## src/design/tcmag_pkg.sv

```systemverilog
// Shared types and constants of the tiled convolution / matmul address generator.
// No dependencies; every other design file refers to this package by scoped names.
package tcmag_pkg;

    localparam int ADDR_BITS_DEF = 32;
    localparam int DIM_BITS      = 8;
    localparam int CFG_BITS      = 32;
    localparam int CFG_IDX_BITS  = 3;
    localparam int WORD_BITS     = 30;
    localparam int EN_BITS       = 4;
    localparam int DIV_BITS      = 18;

    localparam logic [CFG_IDX_BITS-1:0] CFG_BASE_A    = 3'd0;
    localparam logic [CFG_IDX_BITS-1:0] CFG_BASE_B    = 3'd1;
    localparam logic [CFG_IDX_BITS-1:0] CFG_BASE_C    = 3'd2;
    localparam logic [CFG_IDX_BITS-1:0] CFG_NULL_ADDR = 3'd3;
    localparam logic [CFG_IDX_BITS-1:0] CFG_DIMS      = 3'd4;
    localparam logic [CFG_IDX_BITS-1:0] CFG_KERNEL    = 3'd5;
    localparam logic [CFG_IDX_BITS-1:0] CFG_TILE_MODE = 3'd6;

    localparam logic [1:0] MODE_CONV = 2'd0;
    localparam logic [1:0] MODE_PW   = 2'd1;
    localparam logic [1:0] MODE_DW   = 2'd2;
    localparam logic [1:0] MODE_MM   = 2'd3;

    typedef struct packed {
        logic [31:0] base_a;
        logic [31:0] base_b;
        logic [31:0] base_c;
        logic [31:0] null_addr;
        logic [31:0] dims;
        logic [31:0] kernel;
        logic [30:0] tile_mode;
    } t_cfg;

    typedef struct packed {
        logic start;
        logic clear;
    } t_cmd;

    typedef struct packed {
        logic                start;
        logic [DIV_BITS-1:0] dividend;
        logic [DIV_BITS-1:0] divisor;
    } t_div_req;

    typedef struct packed {
        logic                done;
        logic [DIV_BITS-1:0] quot;
        logic [DIV_BITS-1:0] rem;
    } t_div_rsp;

    typedef enum logic [3:0] {
        ST_IDLE,
        ST_LATCH,
        ST_SIZE,
        ST_TICK,
        ST_DIV_GO,
        ST_DIV_WAIT,
        ST_MUL1,
        ST_MUL2,
        ST_MUL3,
        ST_EMIT
    } t_state;

endpackage

```

## src/design/tcmag_if.sv

```systemverilog
// Valid/ready channel interfaces for the command input and the address result output.
// Depends on tcmag_pkg for the payload widths.
interface tcmag_cmd_if;
    logic valid;
    logic ready;
    logic command;
    logic clear_offset;

    modport source (output valid, command, clear_offset, input ready);
    modport sink   (input valid, command, clear_offset, output ready);
endinterface


```

## src/design/tcmag_front.sv

```systemverilog
// Front end: accepts commands, classifies them and holds them in a two-entry queue.
// Depends on tcmag_pkg and tcmag_cmd_if.
module tcmag_front (
    input  logic               i_clk,
    input  logic               i_rst_n,
    tcmag_cmd_if.sink          i_cmd,
    output tcmag_pkg::t_cmd    o_item,
    output logic               o_item_valid,
    input  logic               i_item_pop
);

    tcmag_pkg::t_cmd r_q [2];
    logic            r_wr;
    logic            r_rd;
    logic [1:0]      r_cnt;
    logic            push;
    logic            pop;

    assign i_cmd.ready  = (r_cnt != 2'd2);
    assign push         = i_cmd.valid && i_cmd.ready;
    assign pop          = i_item_pop && (r_cnt != 2'd0);
    assign o_item_valid = (r_cnt != 2'd0);
    assign o_item       = r_q[r_rd];

    always_ff @(posedge i_clk) begin
        if (!i_rst_n) begin
            r_wr  <= 1'b0;
            r_rd  <= 1'b0;
            r_cnt <= 2'd0;
        end else begin
            if (push) begin
                r_q[r_wr].start <= i_cmd.command;
                r_q[r_wr].clear <= i_cmd.clear_offset;
                r_wr            <= ~r_wr;
            end
            if (pop) begin
                r_rd <= ~r_rd;
            end
            r_cnt <= r_cnt + 2'(push) - 2'(pop);
        end
    end

endmodule

```

## src/flat_wrapper.sv

```systemverilog
// flat-port wrapper written by rule: the top's interface ports become plain ports
module tcmag_front_flat 
  (i_clk, i_rst_n, o_item, o_item_valid, i_item_pop, i_cmd_valid, i_cmd_command, i_cmd_clear_offset, i_cmd_ready);
  tcmag_cmd_if i_cmd_i ();
  input  logic i_clk;
  input  logic i_rst_n;
  output tcmag_pkg::t_cmd o_item;
  output logic o_item_valid;
  input  logic i_item_pop;
  input wire logic [$bits(i_cmd_i.valid)-1:0] i_cmd_valid;
  input wire logic [$bits(i_cmd_i.command)-1:0] i_cmd_command;
  input wire logic [$bits(i_cmd_i.clear_offset)-1:0] i_cmd_clear_offset;
  output wire logic [$bits(i_cmd_i.ready)-1:0] i_cmd_ready;
  assign i_cmd_i.valid = i_cmd_valid;
  assign i_cmd_i.command = i_cmd_command;
  assign i_cmd_i.clear_offset = i_cmd_clear_offset;
  assign i_cmd_ready = i_cmd_i.ready;
  tcmag_front u_core (.i_clk(i_clk), .i_rst_n(i_rst_n), .i_cmd(i_cmd_i), .o_item(o_item), .o_item_valid(o_item_valid), .i_item_pop(i_item_pop));
endmodule
```

## config.mk

```make
export PLATFORM = sky130hd
export DESIGN_NAME = tcmag_front_flat
export DESIGN_NICKNAME = d
export VERILOG_FILES = /design/src/design/tcmag_pkg.sv /design/src/design/tcmag_if.sv /design/src/design/tcmag_front.sv /design/src/flat_wrapper.sv
export SDC_FILE = /design/constraint.sdc
export NUM_CORES = 1
export LEC_CHECK = 0
export BUFFER_PORTS_ARGS = -buffer_cell sky130_fd_sc_hd__buf_2
export CAP_MARGIN = 20
export CORE_AREA = 2 2 39 41
export DETAILED_ROUTE_END_ITERATION = 6
export DIE_AREA = 0 0 41 43
export SETUP_SLACK_MARGIN = 0.1
export SYNTH_ARGS = -nofsm -noshare
export SYNTH_HDL_FRONTEND = slang
export SYNTH_SLANG_ARGS = --single-unit
```

## constraint.sdc

```tcl
create_clock -name i_clk -period 1.86 [get_ports i_clk]
set_input_delay 0.372 -clock i_clk [delete_from_list [all_inputs] [get_ports i_clk]]
set_output_delay 0.372 -clock i_clk [all_outputs]
set_load 0.005 [all_outputs]
```

==> key figures, run 1 <==
CTS
  • Clock root buffer: clkbuf_4
  • Cts bufs inserted: 3
  • CTS tree: done
  • Hold Buf Count CTS: 0
  • # clock sinks: 9
  • Clk_lat worst skew: 0.25 ns
  • Clock-pin slew on the worst setup and hold paths: 0.06 ns
  • Post_cts resized: 0
  • CTS H-Tree Depth: 1
  • CTS max path bufs: 2
  • Postcts setup bufs: 0

Layout
  • Most common cell after layout, fill and taps aside: buf_2
  • Share of post-route cells with drive strength above 1: 38.6%
  • Layout Nets: 53
  • Area grow syn2layout: 23.8%
  • Fin util: 34.4%
  • ANT cells: 0
  • Most frequent cells in the layout: 9 x buf_2, 5 x dfxtp_1, 4 x edfxtp_1, 3 x xnor2_1, 3 x clkbuf_4

Pwr
  • Design Power: 0.000624 W
  • Worst VDD drop: 0.425 mV
  • Power Density: 1310 mW/mm²
  • Static Leak: 0.200 nW

Setup path
  • CP arrival: 1.70 ns
  • Crit Path Max Fanout: 4
  • Crit path depth: 7
  • Worst setup SP type: flip-flop
  • CP Class: flip-flop to flip-flop
  • Reg-to-reg slack, setup: 0.30 ns
  • Worst path cell trace: o21a_2, ha_1, inv_1, ha_1, xnor2_1, xnor2_1, and2_1
  • CP peak stage delay: 0.35 ns
  • Critical R2R Capture: u_core.r_cnt[1]
  • Critical path buffers and inverters: 1
  • Critical path launch point: u_core.r_cnt[1]
  • Worst r2r src: u_core.r_cnt[1]
  • CP max-delay cell: dfxtp_1
  • CP endpoint kind: flip-flop
  • CP Data Required Time: 2.00 ns
  • Cells on worst reg2reg path: 7
  • CP endpoint: u_core.r_cnt[1]
  • Crit path max-delay family: adder cells

Placed design
  • Dpl ws: 0.271 ns
  • Placed wire-length estimate: 445 µm
  • Port Buffers: 9
  • Routability cong.: 0.665

STA
  • Final setup viols: 0
  • Final Max Tran Viols: 0
  • Fin. Hold Viols: 0
  • Clock skew: 0.00129 ns
  • Final min period: 1.56 ns
  • Max-slew headroom: 87.3%
  • Fin crit share: 83.9%
  • Max Fclk: 0.641 GHz
  • TNS Setup: 0 ns
  • Worst-Margin Slew: 0.190 ns
  • RSZ-0062 raised after global routing: false
  • Setup slack after layout: 0.299 ns

Synth
  • Synth area leaders: edfxtp_1 31%, dfxtp_1 26%, xnor2_1 6.8%, ha_1 6.5%, mux2_2 5.9%
  • Largest area contributor in the netlist: edfxtp_1
  • Post-synthesis cell count: 31
  • Mapped Avg Cell Area: 12.4 µm²
  • Net count after synthesis: 39
  • Register area share after synthesis: 57.3%
  • Yosys reg bits: 9
  • Ys Warns: 0
  • Netlist cell types: 17
  • Synth Cell Area: 384 µm²
  • Top cell type's share of synthesized area: 31.3%

Detailed routing
  • Overall routed net length: 558 µm
  • Initial DRC Count: 0
  • Via/cell ratio: 4.03
  • Pre-antenna DRT Iters: 1
  • Mean routed wirelength per cell: 9.30 µm
  • Via Count: 242
  • # DRC: 0
  • Final ANT Viol Nets: 0

Floorplan
  • Core ar.: 0.00138 mm²
  • Die ar.: 0.00176 mm²
  • Die height: 43 µm
  • Initial core utilization: 27.8%
  • Row count: 14
  • Die W: 41 µm
  • Ports: 10

GRT
  • Global Route Usage Sum: 9.08%
  • Vias in the first global route: 227
  • Largest net degree at the start of global routing: 8
  • Overflow after GRT: 0
  • Antenna violations before repair: 0
  • First-pass GRT wire length: 952 µm

Run status
  • Run status: complete, no violations

Flow run
  • Max-Cap Viols: 0

Worst hold path
  • Hold Crit Start: i_cmd_command
  • Hold Path Class: input port to flip-flop
[synth_stat cells]
cell / instances
edfxtp_1: 4
nor2b_1: 2
nand3_1: 1
xnor2_1: 3
o22ai_1: 1
nand2_1: 1
and3_1: 1
inv_1: 2
mux2_2: 2
ha_1: 2
or2_1: 1
dfxtp_1: 5
o21a_2: 1
nor2_1: 1
and2_1: 2
and2_4: 1
nand2b_2: 1
[layer usage]
metal | vias to the layer above | track usage (%) | wire [µm]
li1 | 133 | - | -
met1 | 100 | 10.5 | 244
met2 | 9 | 10.6 | 256
met3 | 0 | 6.28 | 56
met4 | 0 | 8.00 | 0
met5 | - | 0 | 0
[per-stage QoR]
step | area [µm²] | hold slack [ns] | std cells
after floorplan | 384 | 0.467 | 31
after global placement | 449 | 0.476 | 56
after detailed placement | 449 | 0.494 | 56
after CTS | 475 | 0.303 | 60
after global routing | 475 | 0.287 | 60
final | 475 | 0.313 | 60
[logic make-up (layout without fill, tap and decap cells)]
kind of cell / count (synthesis) / after routing / share of synthesized area (%)
muxes: 2 / 2 / 5.86
and+or+nand+nor: 11 / 11 / 17.6
DFF: 9 / 9 / 57.3
xor gates and xnor gates: 3 / 3 / 6.84
AOI/OAI and AO/OA: 2 / 2 / 3.91
buffers and inverters: 2 / 15 / 1.96
adders and majority gates: 2 / 2 / 6.51
[layout make-up]
class                           instances  area (µm²)
Clock buffer                            4        26.3
Fill cell                             148         908
Inverter                                2        7.51
Multi-Input combinational cell         20         156
Sequential cell                         9         220
Tap cell                               16        20.0
Timing Repair Buffer                    9        45.0
[power breakdown]
group / internal [W] / switching [W]
Combinational: 0.000120 / 0.0000789
Sequential: 0.000253 / 0.0000308
Clock: 0.0000821 / 0.0000590
[worst min-delay path by stage]
stage | to | cells after the start
final | u_core.r_q[0][1] | 1
after global routing | u_core.r_q[0][0] | 1
after CTS | u_core.r_q[0][0] | 1
after detailed placement | u_core.r_wr | 2
after global placement | u_core.r_wr | 2
after floorplan | u_core.r_wr | 1
(Power assumes the default switching activity.)
==> run 2: changes to the inputs <==
==> constraint.sdc (replaced) <==
create_clock -name i_clk -period 1.5 [get_ports i_clk]
set_input_delay 0.3 -clock i_clk [delete_from_list [all_inputs] [get_ports i_clk]]
set_output_delay 0.3 -clock i_clk [all_outputs]
set_load 0.005 [all_outputs]
==> run 2 against run 1 <==
Against the previous run: worst setup slack worse by 0.25 ns; design area increased by 12%; critical path depth unchanged; critical endpoint unchanged.
==> key figures, run 2 (synthesis gave the netlist of run 1 again) <==
CTS
  • Hold Buf Count CTS: 0
  • CTS H-Tree Depth: 1
  • Clock root buffer: clkbuf_4
  • Clock-pin slew on the worst setup and hold paths: 0.06 ns
  • # clock sinks: 9
  • CTS tree: done
  • Cts bufs inserted: 3
  • CTS max path bufs: 2
  • Clk_lat worst skew: 0.25 ns

GRT
  • Antenna violations before repair: 0
  • Global Route Usage Sum: 9.03%
  • First-pass GRT wire length: 986 µm
  • Largest net degree at the start of global routing: 8
  • Vias in the first global route: 259
  • Overflow after GRT: 0

STA
  • Fin. Hold Viols: 0
  • Max-slew headroom: 86.9%
  • Clock skew: 0.00134 ns
  • Final Max Tran Viols: 0
  • Setup slack after layout: 0.0527 ns
  • Final setup viols: 0
  • RSZ-0062 raised after global routing: true
  • Final min period: 1.45 ns
  • Worst-Margin Slew: 0.196 ns
  • Hold_ws: 0.235 ns
  • Max Fclk: 0.691 GHz
  • Fin crit share: 96.5%

Detailed routing
  • Overall routed net length: 557 µm
  • Pre-antenna DRT Iters: 2
  • Final ANT Viol Nets: 0
  • Mean routed wirelength per cell: 8.98 µm
  • M1 wire length: 228 µm
  • Via Count: 256
  • Highest metal used: met3
  • Initial DRC Count: 1
  • DR WL met3: 21 µm
  • # DRC: 0
  • Metal2 WL: 307 µm
  • Via/cell ratio: 4.13

Setup path
  • CP Class: flip-flop to flip-flop
  • CP max-delay cell: dfxtp_2
  • CP Data Required Time: 1.65 ns
  • CP peak stage delay: 0.32 ns
  • Cells on worst reg2reg path: 7
  • Crit Path Max Fanout: 2
  • Reg-to-reg slack, setup: 0.05 ns
  • Worst r2r src: u_core.r_cnt[1]
  • Worst path cell trace: o21a_4, ha_4, inv_2, ha_4, xnor2_2, xnor2_1, and2_1
  • Most common cell on crit path: ha_4
  • Critical R2R Capture: u_core.r_cnt[1]
  • Worst setup SP type: flip-flop
  • CP arrival: 1.59 ns
  • CP endpoint kind: flip-flop

Placed design
  • Placed Instances: 57
  • Routability cong.: 0.619
  • Dpl ws: 0.0178 ns
  • Port Buffers: 9

Floorplan
  • Die height: 43 µm
  • Initial core utilization: 27.8%
  • Ports: 10
  • Die W: 41 µm
  • Core ar.: 0.00138 mm²
  • Die ar.: 0.00176 mm²
  • Row count: 14

Layout
  • Most common cell after layout, fill and taps aside: buf_2
  • Layout Nets: 55
  • Area grow syn2layout: 38.8%
  • Fin util: 38.5%
  • Most frequent cells in the layout: 9 x buf_2, 4 x edfxtp_1, 3 x dfxtp_2, 3 x clkbuf_4
  • ANT cells: 0
  • FILL cells: 140
  • Share of post-route cells with drive strength above 1: 56.5%
  • Fin cells: 62

Worst hold path
  • Hold Crit Start: i_cmd_clear_offset
  • Hold Path Sink: u_core.r_q[1][0]
  • WHS Path Cells: 1
  • Hold Path Class: input port to flip-flop

Pwr
  • Static Leak: 0.214 nW
  • Design Power: 0.000878 W
  • Worst VDD drop: 0.948 mV
  • Power Density: 1650 mW/mm²

Run status
  • Run status: complete, no violations

Flow run
  • Max-Cap Viols: 0
[run 2: critical path: cells and delay by family (launching register included)]
kind	cells	cell delay, ns
AND/OR/NAND/NOR	1	0.13
flip-flops	1	0.32
AO/OA/AOI/OAI	1	0.22
adder cells (fa/ha/maj)	2	0.40
buffers and inverters	1	0.03
XOR/XNOR	2	0.24
[run 2: power breakdown]
group	switching [W]	internal [W]	total [W]
Clock	0.0000787	0.000102	0.000181
Combinational	0.000135	0.000209	0.000343
Sequential	0.0000339	0.000320	0.000354
[run 2: cell type report]
| cell class | count | area [µm²] | share of cell area [%] |
|---|---|---|---|
| Timing Repair Buffer | 11 | 60.1 | 11.3 |
| Multi-Input combinational cell | 20 | 195 | 36.6 |
| Tap cell | 16 | 20.0 | 3.76 |
| Clock buffer | 4 | 26.3 | 4.93 |
| Sequential cell | 9 | 224 | 42.0 |
| Inverter | 2 | 7.51 | 1.41 |
[run 2: worst max path at each step]
| stage | start | to | slack [ns] | cells after the start |
|---|---|---|---|---|
| 2_1_floorplan | u_core.r_cnt[1] | u_core.r_cnt[1] | 0.03 | 7 |
| 3_3_place_gp | u_core.r_cnt[0] | u_core.r_cnt[1] | 0.03 | 7 |
| 3_5_place_dp | u_core.r_cnt[0] | u_core.r_cnt[1] | 0.02 | 7 |
| 4_1_cts | u_core.r_cnt[0] | u_core.r_cnt[1] | 0.02 | 7 |
| 5_1_grt | u_core.r_cnt[1] | u_core.r_cnt[1] | -0.03 | 7 |
| 6_report | u_core.r_cnt[1] | u_core.r_cnt[1] | 0.05 | 7 |
[run 2: what timing repair did]
action                                  4_1_cts  5_1_grt
gates resized for setup                       1        2
endpoints found under the setup margin        1        3
pin swaps                                     4        1
setup buffers                                 1        0
[run 2: through the flow]
| stage | cell area, µm² | setup TNS [ns] |
|---|---|---|
| after floorplan | 418 | 0 |
| after global placement | 490 | 0 |
| after detailed placement | 490 | 0 |
| after CTS | 526 | 0 |
| after global routing | 533 | -0.0258 |
| final | 533 | 0 |
[run 2: per-layer routing]
metal | up-vias | GRT usage [%]
met5 | - | 0
met4 | 0 | 10.0
met3 | 0 | 3.14
met2 | 4 | 13.4
met1 | 118 | 8.31
li1 | 134 | -
