$ cat src/design/tcmag_pkg.sv
// Shared types and constants of the tiled convolution / matmul address generator.
// No dependencies; every other design file refers to this package by scoped names.
package tcmag_pkg;

    localparam int ADDR_BITS_DEF = 32;
    localparam int DIM_BITS      = 8;
    localparam int CFG_BITS      = 32;
    localparam int CFG_IDX_BITS  = 3;
    localparam int WORD_BITS     = 30;
    localparam int EN_BITS       = 4;
    localparam int DIV_BITS      = 18;

    localparam logic [CFG_IDX_BITS-1:0] CFG_BASE_A    = 3'd0;
    localparam logic [CFG_IDX_BITS-1:0] CFG_BASE_B    = 3'd1;
    localparam logic [CFG_IDX_BITS-1:0] CFG_BASE_C    = 3'd2;
    localparam logic [CFG_IDX_BITS-1:0] CFG_NULL_ADDR = 3'd3;
    localparam logic [CFG_IDX_BITS-1:0] CFG_DIMS      = 3'd4;
    localparam logic [CFG_IDX_BITS-1:0] CFG_KERNEL    = 3'd5;
    localparam logic [CFG_IDX_BITS-1:0] CFG_TILE_MODE = 3'd6;

    localparam logic [1:0] MODE_CONV = 2'd0;
    localparam logic [1:0] MODE_PW   = 2'd1;
    localparam logic [1:0] MODE_DW   = 2'd2;
    localparam logic [1:0] MODE_MM   = 2'd3;

    typedef struct packed {
        logic [31:0] base_a;
        logic [31:0] base_b;
        logic [31:0] base_c;
        logic [31:0] null_addr;
        logic [31:0] dims;
        logic [31:0] kernel;
        logic [30:0] tile_mode;
    } t_cfg;

    typedef struct packed {
        logic start;
        logic clear;
    } t_cmd;

    typedef struct packed {
        logic                start;
        logic [DIV_BITS-1:0] dividend;
        logic [DIV_BITS-1:0] divisor;
    } t_div_req;

    typedef struct packed {
        logic                done;
        logic [DIV_BITS-1:0] quot;
        logic [DIV_BITS-1:0] rem;
    } t_div_rsp;

    typedef enum logic [3:0] {
        ST_IDLE,
        ST_LATCH,
        ST_SIZE,
        ST_TICK,
        ST_DIV_GO,
        ST_DIV_WAIT,
        ST_MUL1,
        ST_MUL2,
        ST_MUL3,
        ST_EMIT
    } t_state;

endpackage

$ cat src/design/tcmag_div.sv
// Iterative restoring divider, one quotient bit per cycle; a zero divisor gives zero results.
// Depends on tcmag_pkg for the request and response structs.
module tcmag_div (
    input  logic                  i_clk,
    input  logic                  i_rst_n,
    input  tcmag_pkg::t_div_req   i_req,
    output tcmag_pkg::t_div_rsp   o_rsp
);

    localparam int DB = tcmag_pkg::DIV_BITS;
    localparam int CB = $clog2(DB + 1);

    logic          r_busy;
    logic          r_done;
    logic [CB-1:0] r_cnt;
    logic [DB-1:0] r_quot;
    logic [DB-1:0] r_rem;
    logic [DB-1:0] r_den;
    logic          r_zero;
    logic [DB:0]   trial;
    logic          fits;

    assign trial = {r_rem, r_quot[DB-1]};
    assign fits  = (trial >= {1'b0, r_den});

    always_ff @(posedge i_clk) begin
        if (!i_rst_n) begin
            r_busy <= 1'b0;
            r_done <= 1'b0;
            r_cnt  <= '0;
        end else begin
            r_done <= 1'b0;
            if (i_req.start) begin
                r_busy <= 1'b1;
                r_cnt  <= CB'(DB);
                r_quot <= i_req.dividend;
                r_rem  <= '0;
                r_den  <= i_req.divisor;
                r_zero <= (i_req.divisor == '0);
            end else if (r_busy) begin
                r_rem  <= fits ? DB'(trial - {1'b0, r_den}) : DB'(trial);
                r_quot <= {r_quot[DB-2:0], fits};
                r_cnt  <= r_cnt - CB'(1);
                if (r_cnt == CB'(1)) begin
                    r_busy <= 1'b0;
                    r_done <= 1'b1;
                end
            end
        end
    end

    assign o_rsp.done = r_done;
    assign o_rsp.quot = r_zero ? '0 : r_quot;
    assign o_rsp.rem  = r_zero ? '0 : r_rem;

endmodule

$ cat config.mk
export PLATFORM = sky130hd
export DESIGN_NAME = tcmag_div
export DESIGN_NICKNAME = d
export VERILOG_FILES = /design/src/design/tcmag_pkg.sv /design/src/design/tcmag_div.sv
export SDC_FILE = /design/constraint.sdc
export NUM_CORES = 1
export LEC_CHECK = 0
export BUFFER_PORTS_ARGS = -buffer_cell sky130_fd_sc_hd__buf_2
export CELL_PAD_IN_SITES_DETAIL_PLACEMENT = 2
export CELL_PAD_IN_SITES_GLOBAL_PLACEMENT = 2
export CORE_UTILIZATION = 36
export DETAILED_ROUTE_END_ITERATION = 10
export PLACE_DENSITY = 0.87
export SETUP_SLACK_MARGIN = 0.15
export SYNTH_ARGS = -nofsm -noshare
export SYNTH_HDL_FRONTEND = slang
export SYNTH_SLANG_ARGS = --single-unit
$ cat constraint.sdc
create_clock -name i_clk -period 2.9 [get_ports i_clk]
set_input_delay 0.58 -clock i_clk [delete_from_list [all_inputs] [get_ports i_clk]]
set_output_delay 0.58 -clock i_clk [all_outputs]
set_load 0.01 [all_outputs]
==> results.yml, run 1 <==
power_and_ir_drop:
  p_sw_share_pct: 34.92
  seqPwrFrac_pct: 39.3
  power_density_mw_per_mm2: 584.2
  p_leak_nw: 1.994
  clockPowerShare_pct: 29.5
  intPower_w: 0.001856
  ir_drop_mv: 0.2580
  power.switching_w: 0.0009961
  power_frac_comb_pct: 31.1
  p_total_w: 0.002852
place:
  globalplace.congestion: 0.9080
  port_buffers: 75
  dp_hpwl_um: 10220
  dp_worst_setup_slack_ns: -0.1872
  dpl-instance-area_mm2: 0.004521
yosys:
  synth_nets: 440
  synth_area_mm2: 0.003990
  synth_cell_types: 57
  ys_top_cells_by_area: "edfxtp_1, ha_1, nor2b_1, mux2_2, dfxtp_1"
  yosysTopAreaCell: "edfxtp_1"
  ys.flop_type: "edfxtp_1"
  synth_edf_count: 55
  synthArstFlopShare_pct: 0
  syn_inst: 380
  netlist.area_leader.share_pct: 41.39
  yosysMostFrequentCell: "edfxtp_1"
  netlist_top_cells_count: "edfxtp_1, nor2b_1, inv_1, a21oi_1, nor2_1"
  ys_seq_elements: 62
  synth-warning-count: 0
  postSynthAreaPerCell_um2: 10.50
  ys_seq_area_share_pct: 44.90
critical_path:
  reg2reg_slack_ns: 0.06
  cp-end-kind: "register"
  rr_worst_depth: 8
  criticalPathCategory: "register to register"
  critPathMaxStageDelay_ns: 0.45
  cp_data_required_time_ns: 3.04
  crit-reg2reg-capture: "r_rem[2]$_SDFFCE_PP0P_"
  crit_slowest_cell: "ha_1"
  cp_max_fo: 6
  startpoint: "r_rem[5]$_SDFFCE_PP0P_"
  crit_chain: "ha_1, nand2_1, nor3_2, a41oi_2, a211oi_4, buf_4, nor3_1, a211oi_1"
  r2r_start: "r_rem[5]$_SDFFCE_PP0P_"
  start_kind: "register"
  cp_data_arrival_time_ns: 2.99
route:
  route.detailed.drc: 0
  drtPass1Iterations: 4
  drt_wl_total_um: 15580
  via_per_inst: 5.850
  vias: 3580
  antenna_left: 0
  drt-initial-drc-count: 282
  wl_per_cell_um: 25.45
sta:
  worst_pin_slew_ns: 0.7389
  fin_crit_ns: 2.844
  rsz0062_at_grt: "no"
  setup_ws_ns: 0.05552
  hold_viol_final: 0
  finClkSkew_ns: 0.01131
  clock.fmax_mhz: 351.6
  slew_violations: 0
  setup_viol: 0
  fin_crit_sh_pct: 98.09
  slew_headroom_pct: 50.68
clocking:
  clk-insertion-delay-late_ns: 0.37
  path_clk_slew_ns: 0.08
  cts_tree: "yes"
  clkSinkCount: 62
  clk_path_buf_depth: 2
  htreeDepth: 3
  cts_inserted_buffers: 9
  cts_hold_buffers: 0
  cts-root-buf: "clkbuf_8"
job:
  maxCapViolCount: 0
worst_hold_path:
  hold_depth: 1
  hp-start: "i_req[6]"
  min_path_type: "input pin to register"
  min_to: "r_den[6]$_DFFE_PP_"
floorplan:
  rows: 38
  dieArea_mm2: 0.01151
  initial_core_util_pct: 36.81
  die_w_um: 107.3
  core_area_mm2: 0.01084
  pin_count: 76
  dieHeight_um: 107.3
global_routing:
  track_usage_pct: 26.74
  grt_pass1_vias: 3858
  grt_pass1_wl_um: 22720
  grt_start_max_net_pins: 28
  antenna_found_initial: 0
  overflow: 0
layout:
  drive_gt1_share_pct: 34.96
  syn_to_final_growth_pct: 22.36
  fin_nets: 527
  fin_util_pct: 45.04
  diodes: 0
  final_cell_area_mm2: 0.004882
status:
  status: "finished clean"
## metal layers
layer | routed length, µm | track usage [%] | vias to the layer above
met2 | 7762 | 45.07 | 150
met1 | 6281 | 33.78 | 1807
met5 | 0 | 0 | -
met3 | 922 | 5.024 | 50
li1 | - | - | 1573
met4 | 608 | 10.47 | 0
## kinds of logic (layout without fill, tap and decap cells)
logic type	after synthesis	after routing	share of synthesized area [%]
xor gates and xnor gates	13	13	2.854
DFF	62	62	44.90
buffers and inverters	42	133	4.923
and+or+nand+nor	120	120	16.59
AOI/OAI and AO/OA	103	104	18.60
muxes	19	19	5.362
adders and majority gates	21	21	6.773
## stage by stage
step                      TNS (ns)  cells  hold slack [ns]
after floorplan                  0    380           0.5079
after global placement           0    589           0.5352
after detailed placement   -0.1872    589           0.5715
after CTS                        0    608           0.3991
after global routing             0    612           0.4048
final                            0    612           0.4068
## cells in the final DEF (no fill, tap or decap), types with 8 or more instances in the layout
cell,count
buf_2,75
edfxtp_1,55
nor2b_1,35
inv_1,24
a21oi_1,21
nor2_1,21
nand2_1,20
mux2_2,19
buf_4,17
nand3_1,14
ha_1,13
clkbuf_8,13
o21ai_1,10
xnor2_1,9
a21oi_2,8
a21o_1,8
o21ai_0,8
## worst max-delay path, delay by kind of cell (launching register included)
kind | cells | cell delay [ns]
AOI/OAI and AO/OA | 3 | 0.95
adders and majority gates | 1 | 0.45
buffers and inverters | 1 | 0.20
DFF | 1 | 0.42
and+or+nand+nor | 3 | 0.59
## worst max path at each step
stage                     slack [ns]                      end  cells past startpoint
after detailed placement       -0.19  r_rem[16]$_SDFFCE_PP0P_                     10
after CTS                       0.13  r_rem[12]$_SDFFCE_PP0P_                     11
after global routing            0.03  r_rem[11]$_SDFFCE_PP0P_                     10
final                           0.06   r_rem[2]$_SDFFCE_PP0P_                      8
after global placement          0.19  r_rem[16]$_SDFFCE_PP0P_                     10
after floorplan                 0.35  r_rem[16]$_SDFFCE_PP0P_                     10
## sequential cells by signal (all words and copies together) (netlist names)
register / count
r_zero: 1
r_rem: 18
r_quot: 18
r_cnt: 5
r_done: 1
r_den: 18
r_busy: 1
## power by group through the flow
stage                     Sequential, W  Clock, W  Combinational (W)
after floorplan                 0.00111         0           0.000547
after global routing            0.00113  0.000872           0.000945
after CTS                       0.00112  0.000841           0.000822
after detailed placement        0.00114         0           0.000769
after global placement          0.00113         0           0.000707
final                           0.00112  0.000842           0.000889
## timing repair
action,4_1_cts,5_1_grt
gates cloned,0,1
setup buffers,3,3
pin swaps,3,6
endpoints found under the setup margin,19,18
endpoints found under the hold margin,0,0
resized for setup,11,14
## final cells by class
cell class                      instances  area (µm²)
Clock buffer                           14       203.9
Clock inverter                          2       10.01
Fill cell                            1150        5958
Inverter                               25       93.84
Multi-Input combinational cell        277        2105
Sequential cell                        62        1792
Tap cell                              140       175.2
Timing Repair Buffer                   92       503.0
Note: power is estimated with default switching activity, not from simulation.
==> inputs of run 2 (changes only) <==
- CORE_UTILIZATION: 36 -> 38
- PLACE_DENSITY: 0.87 -> 0.91
- RECOVER_POWER: unset -> 50
- clock period: 2.9 -> 3.6 ns (I/O delays scaled with it)
==> results.yml, run 2 (synthesis gave the netlist of run 1 again) <==
status:
  status: "finished with violations"
  failed_checks: "max-capacitance violations, max-slew violations"
critical_path:
  crit_buf_inv: 2
  crit_chain: "inv_1, ha_1, inv_1, fa_1, a211o_1, a21o_1, a221oi_1, o21ai_0, xor2_1, o2bb2ai_1"
  critical_path.top_delay_family: "compound AO/OA/AOI/OAI gates"
  start_kind: "register"
  crit_slowest_cell: "a221oi_1"
  cp_data_required_time_ns: 3.72
  worst_path_most_repeated_cell: "inv_1"
  cp_max_fo: 3
  cp-end-kind: "register"
  criticalPathCategory: "register to register"
  critPathMaxStageDelay_ns: 0.61
  cp_data_arrival_time_ns: 3.41
  reg2reg_slack_ns: 0.31
sta:
  setup_viol: 0
  slew_violations: 58
  fin_crit_ns: 3.294
  fin_setup_tns_ns: 0
  hold_viol_final: 0
  rsz0062_at_grt: "no"
  slew_headroom_pct: -15.13
  fin_crit_sh_pct: 91.49
  clock.fmax_mhz: 303.6
  worst_pin_slew_ns: 1.727
  finClkSkew_ns: 0.01981
clocking:
  cts_setup_buffers: 0
  cts_resized: 0
  path_clk_slew_ns: 0.08
  cts_tree: "yes"
  clkSinkCount: 62
  clk_path_buf_depth: 2
  cts_inserted_buffers: 9
  cts_hold_buffers: 0
  clk-insertion-delay-late_ns: 0.37
  cts-root-buf: "clkbuf_8"
  htreeDepth: 3
layout:
  mostFrequentLayoutCell: "buf_2"
  final_cell_mix: "buf_2, edfxtp_1, nor2b_1, inv_1, a21oi_1"
  final_cell_count_no_fill: 596
  top_regs: "r_den x18, r_quot x18, r_rem x18"
  diodes: 0
  fin_nets: 515
  syn_to_final_growth_pct: 16.68
  drive_gt1_share_pct: 24.57
route:
  drtPass1Iterations: 4
  antenna_left: 0
  drt_wl_total_um: 14130
  drt-initial-drc-count: 265
  vias: 3401
  via_per_inst: 5.706
  wl_per_cell_um: 23.71
  route.detailed.drc: 0
global_routing:
  grt_pass1_wl_um: 22540
  overflow: 0
  grt_start_max_net_pins: 37
  antenna_found_initial: 0
  grt_pass1_vias: 3847
  track_usage_pct: 27.67
power_and_ir_drop:
  p_sw_share_pct: 34.61
  seqPwrFrac_pct: 41.0
  power.switching_w: 0.0007600
  clockPowerShare_pct: 30.0
  ir_drop_mv: 0.2284
  power_frac_comb_pct: 29.0
  intPower_w: 0.001436
  p_leak_nw: 1.873
  power_density_mw_per_mm2: 471.6
floorplan:
  dieArea_mm2: 0.01091
  die_w_um: 104.5
  rows: 37
  dieHeight_um: 104.5
  core_area_mm2: 0.01023
  initial_core_util_pct: 39.00
  pin_count: 76
job:
  maxCapViolCount: 2
place:
  dp_hpwl_um: 9899
  globalplace.congestion: 0.8534
  port_buffers: 75
  numPlacedInstances: 580
worst_hold_path:
  min_path_type: "input pin to register"
run 2: final timing paths:
path,startpoint,to,cells past startpoint
hold reg to reg,r_cnt[3]$_SDFFE_PP0P_,r_cnt[3]$_SDFFE_PP0P_,2
setup reg to reg,r_quot[17]$_DFFE_PP_,r_rem[16]$_SDFFCE_PP0P_,10
hold / removal,i_req[5],r_den[5]$_DFFE_PP_,1
setup / recovery,r_quot[17]$_DFFE_PP_,r_rem[16]$_SDFFCE_PP0P_,10
run 2: power groups by stage:
stage | clock [W] | sequential (W) | combinational, W
2_1_floorplan | 0 | 0.000894 | 0.000441
3_3_place_gp | 0 | 0.000906 | 0.000577
3_5_place_dp | 0 | 0.000913 | 0.000615
4_1_cts | 0.000671 | 0.000898 | 0.000638
5_1_grt | 0.000696 | 0.000906 | 0.000692
6_report | 0.000659 | 0.000900 | 0.000637
run 2: area by class of cell:
cell class | instances | area, µm²
Fill cell | 1097 | 5575
Multi-Input combinational cell | 276 | 2002
Sequential cell | 62 | 1792
Timing Repair Buffer | 81 | 394.1
Clock buffer | 13 | 181.4
Tap cell | 136 | 170.2
Inverter | 25 | 93.84
Clock inverter | 3 | 22.52
run 2: layer usage:
layer | vias to the layer above | GRT usage, % | routed length (µm)
li1 | 1549 | - | -
met1 | 1726 | 34.54 | 5887
met2 | 95 | 47.45 | 7271
met3 | 31 | 3.822 | 528
met4 | 0 | 12.14 | 443
met5 | - | 0 | 0
run 2: worst reg2reg max path, stage by stage, from the launching register on:
cell       delay, ns
edfxtp_1        0.40
inv_1           0.12
ha_1            0.19
inv_1           0.07
fa_1            0.44
a211o_1         0.38
a21o_1          0.24
a221oi_1        0.61
o21ai_0         0.24
xor2_1          0.21
o2bb2ai_1       0.16
run 2: stage by stage:
stage	utilization (%)	hold WS (ns)	total power [W]	setup WS, ns	instance area (µm²)
floorplan	-	0.5079	0.001335	1.045	3990
global placement	43.89	0.5402	0.001483	0.7500	4491
detailed placement	43.89	0.5615	0.001528	0.5417	4491
CTS	45.88	0.5389	0.002208	0.3188	4695
global route	45.51	0.5471	0.002294	0.2594	4656
finish	45.51	0.5556	0.002196	0.3062	4656
==> inputs of run 3 (changes only) <==
- clock period: 3.6 -> 4.05 ns (I/O delays scaled with it)
==> results.yml, run 3 (synthesis gave the netlist of run 1 again) <==
sta:
  finClkSkew_ns: 0.01626
  worst_pin_slew_ns: 1.869
  setup_ws_ns: 0.6181
  fin_crit_sh_pct: 84.74
  setup_viol: 0
  clock.fmax_mhz: 291.4
  slew_violations: 31
  hold_viol_final: 0
  fin_setup_tns_ns: 0
  fin_crit_ns: 3.432
  slew_headroom_pct: -24.63
  rsz0062_at_grt: "no"
clocking:
  clkSinkCount: 62
  cts_tree: "yes"
  cts-root-buf: "clkbuf_8"
  clk-insertion-delay-late_ns: 0.37
  cts_setup_buffers: 0
  htreeDepth: 3
  path_clk_slew_ns: 0.08
  cts_hold_buffers: 0
  cts_resized: 0
  cts_inserted_buffers: 9
  clk_path_buf_depth: 2
layout:
  final_cell_mix: "buf_2, edfxtp_1, nor2b_1, inv_1, a21oi_1"
  mostFrequentLayoutCell: "buf_2"
  final_cell_area_mm2: 0.004642
  diodes: 0
  drive_gt1_share_pct: 24.89
  fillers: 1107
  syn_to_final_growth_pct: 16.34
  fin_nets: 513
  final_cell_count_no_fill: 594
  top_regs: "r_den x18, r_quot x18, r_rem x18"
critical_path:
  cp-end-kind: "register"
  crit_slowest_cell: "clkbuf_1"
  cp_data_required_time_ns: 4.00
  worst_path_most_repeated_cell: "clkbuf_1"
  start_kind: "input pin"
  critPathMaxStageDelay_ns: 1.39
  reg2reg_slack_ns: 0.72
  cp_max_fo: 30
  criticalPathCategory: "input pin to register"
  rr_worst_depth: 7
  startpoint: "i_req[36]"
  cp_data_arrival_time_ns: 3.39
  crit_chain: "clkbuf_1, o21a_1, clkbuf_1"
  r2r_start: "r_rem[13]$_SDFFCE_PP0P_"
  crit-reg2reg-capture: "r_quot[0]$_DFFE_PP_"
global_routing:
  track_usage_pct: 26.16
  antenna_found_initial: 0
  grt_pass1_wl_um: 21340
  overflow: 0
  grt_pass1_vias: 3793
  grt_start_max_net_pins: 37
place:
  dp_worst_setup_slack_ns: 0.8484
  dpl-instance-area_mm2: 0.004463
  port_buffers: 75
  dp_hpwl_um: 9796
  globalplace.congestion: 0.8336
  numPlacedInstances: 578
floorplan:
  initial_core_util_pct: 39.00
  pin_count: 76
  core_area_mm2: 0.01023
  dieHeight_um: 104.5
  dieArea_mm2: 0.01091
  die_w_um: 104.5
  rows: 37
power_and_ir_drop:
  p_leak_nw: 1.856
  ir_drop_mv: 0.2198
  power_density_mw_per_mm2: 417.4
worst_hold_path:
  min_to: "r_cnt[3]$_SDFFE_PP0P_"
  hp-start: "r_cnt[3]$_SDFFE_PP0P_"
  hold_depth: 2
  min_path_type: "register to register"
route:
  wl_per_cell_um: 23.08
  via_per_inst: 5.766
  drt-initial-drc-count: 157
  antenna_left: 0
  drtPass1Iterations: 4
  drt_wl_total_um: 13710
  route.detailed.drc: 0
  vias: 3425
status:
  status: "finished with violations"
  failed_checks: "max-capacitance violations, max-slew violations"
job:
  maxCapViolCount: 1
run 3: cell types whose count changed in the layout (fill, tap and decap cells not counted), moves of 2 or more:
cell / before / now
buf_4: 4 / 2
clkbuf_1: 19 / 16
clkbuf_8: 9 / 11
clkinvlp_4: 0 / 3
run 3: worst max-delay path: cells and delay by family:
family,cells,cell delay [ns]
AO/OA/AOI/OAI,1,0.43
buffers and inverters,2,2.13
run 3: layer usage:
metal  routed length [µm]  global-route usage, %
met5                    0                      0
met4                  485                  13.47
met3                  603                  5.013
met2                 7019                  45.32
met1                 5603                  30.62
run 3: through the flow:
step           util [%]  total power (W)  hold WS [ns]
6_report          45.37         0.001938        0.5787
5_1_grt           45.37         0.002011        0.5893
4_1_cts           45.62         0.001940        0.5850
3_5_place_dp      43.62         0.001354        0.5636
3_3_place_gp      43.62         0.001309        0.5369
2_1_floorplan         -         0.001187        0.5079
run 3: layout make-up:
cell class / instances / area (µm²) / share of cell area (%)
flip-flops and latches: 62 / 1792 / 38.60
clock buffers: 12 / 176.4 / 3.801
multi-input cells: 276 / 2002 / 43.13
repair buffers: 79 / 380.4 / 8.194
well taps: 136 / 170.2 / 3.666
clock inverters: 4 / 27.53 / 0.5930
inverters: 25 / 93.84 / 2.022
run 3: report_power, final:
group	switching [W]	leakage (nW)	total, W	internal (W)
registers	0.0000340	0.582	0.000796	0.000762
clock network	0.000286	0.0958	0.000578	0.000292
logic	0.000352	1.18	0.000563	0.000211
run 3: how the worst max path moves through the flow:
stage / end / slack [ns] / cells after the start
after floorplan: r_rem[16]$_SDFFCE_PP0P_ / 1.50 / 10
after global placement: r_quot[0]$_DFFE_PP_ / 0.98 / 7
after detailed placement: r_quot[0]$_DFFE_PP_ / 0.85 / 7
after CTS: r_rem[16]$_SDFFCE_PP0P_ / 0.76 / 10
after global routing: r_rem[4]$_SDFFCE_PP0P_ / 0.46 / 3
final: r_rem[3]$_SDFFCE_PP0P_ / 0.62 / 3
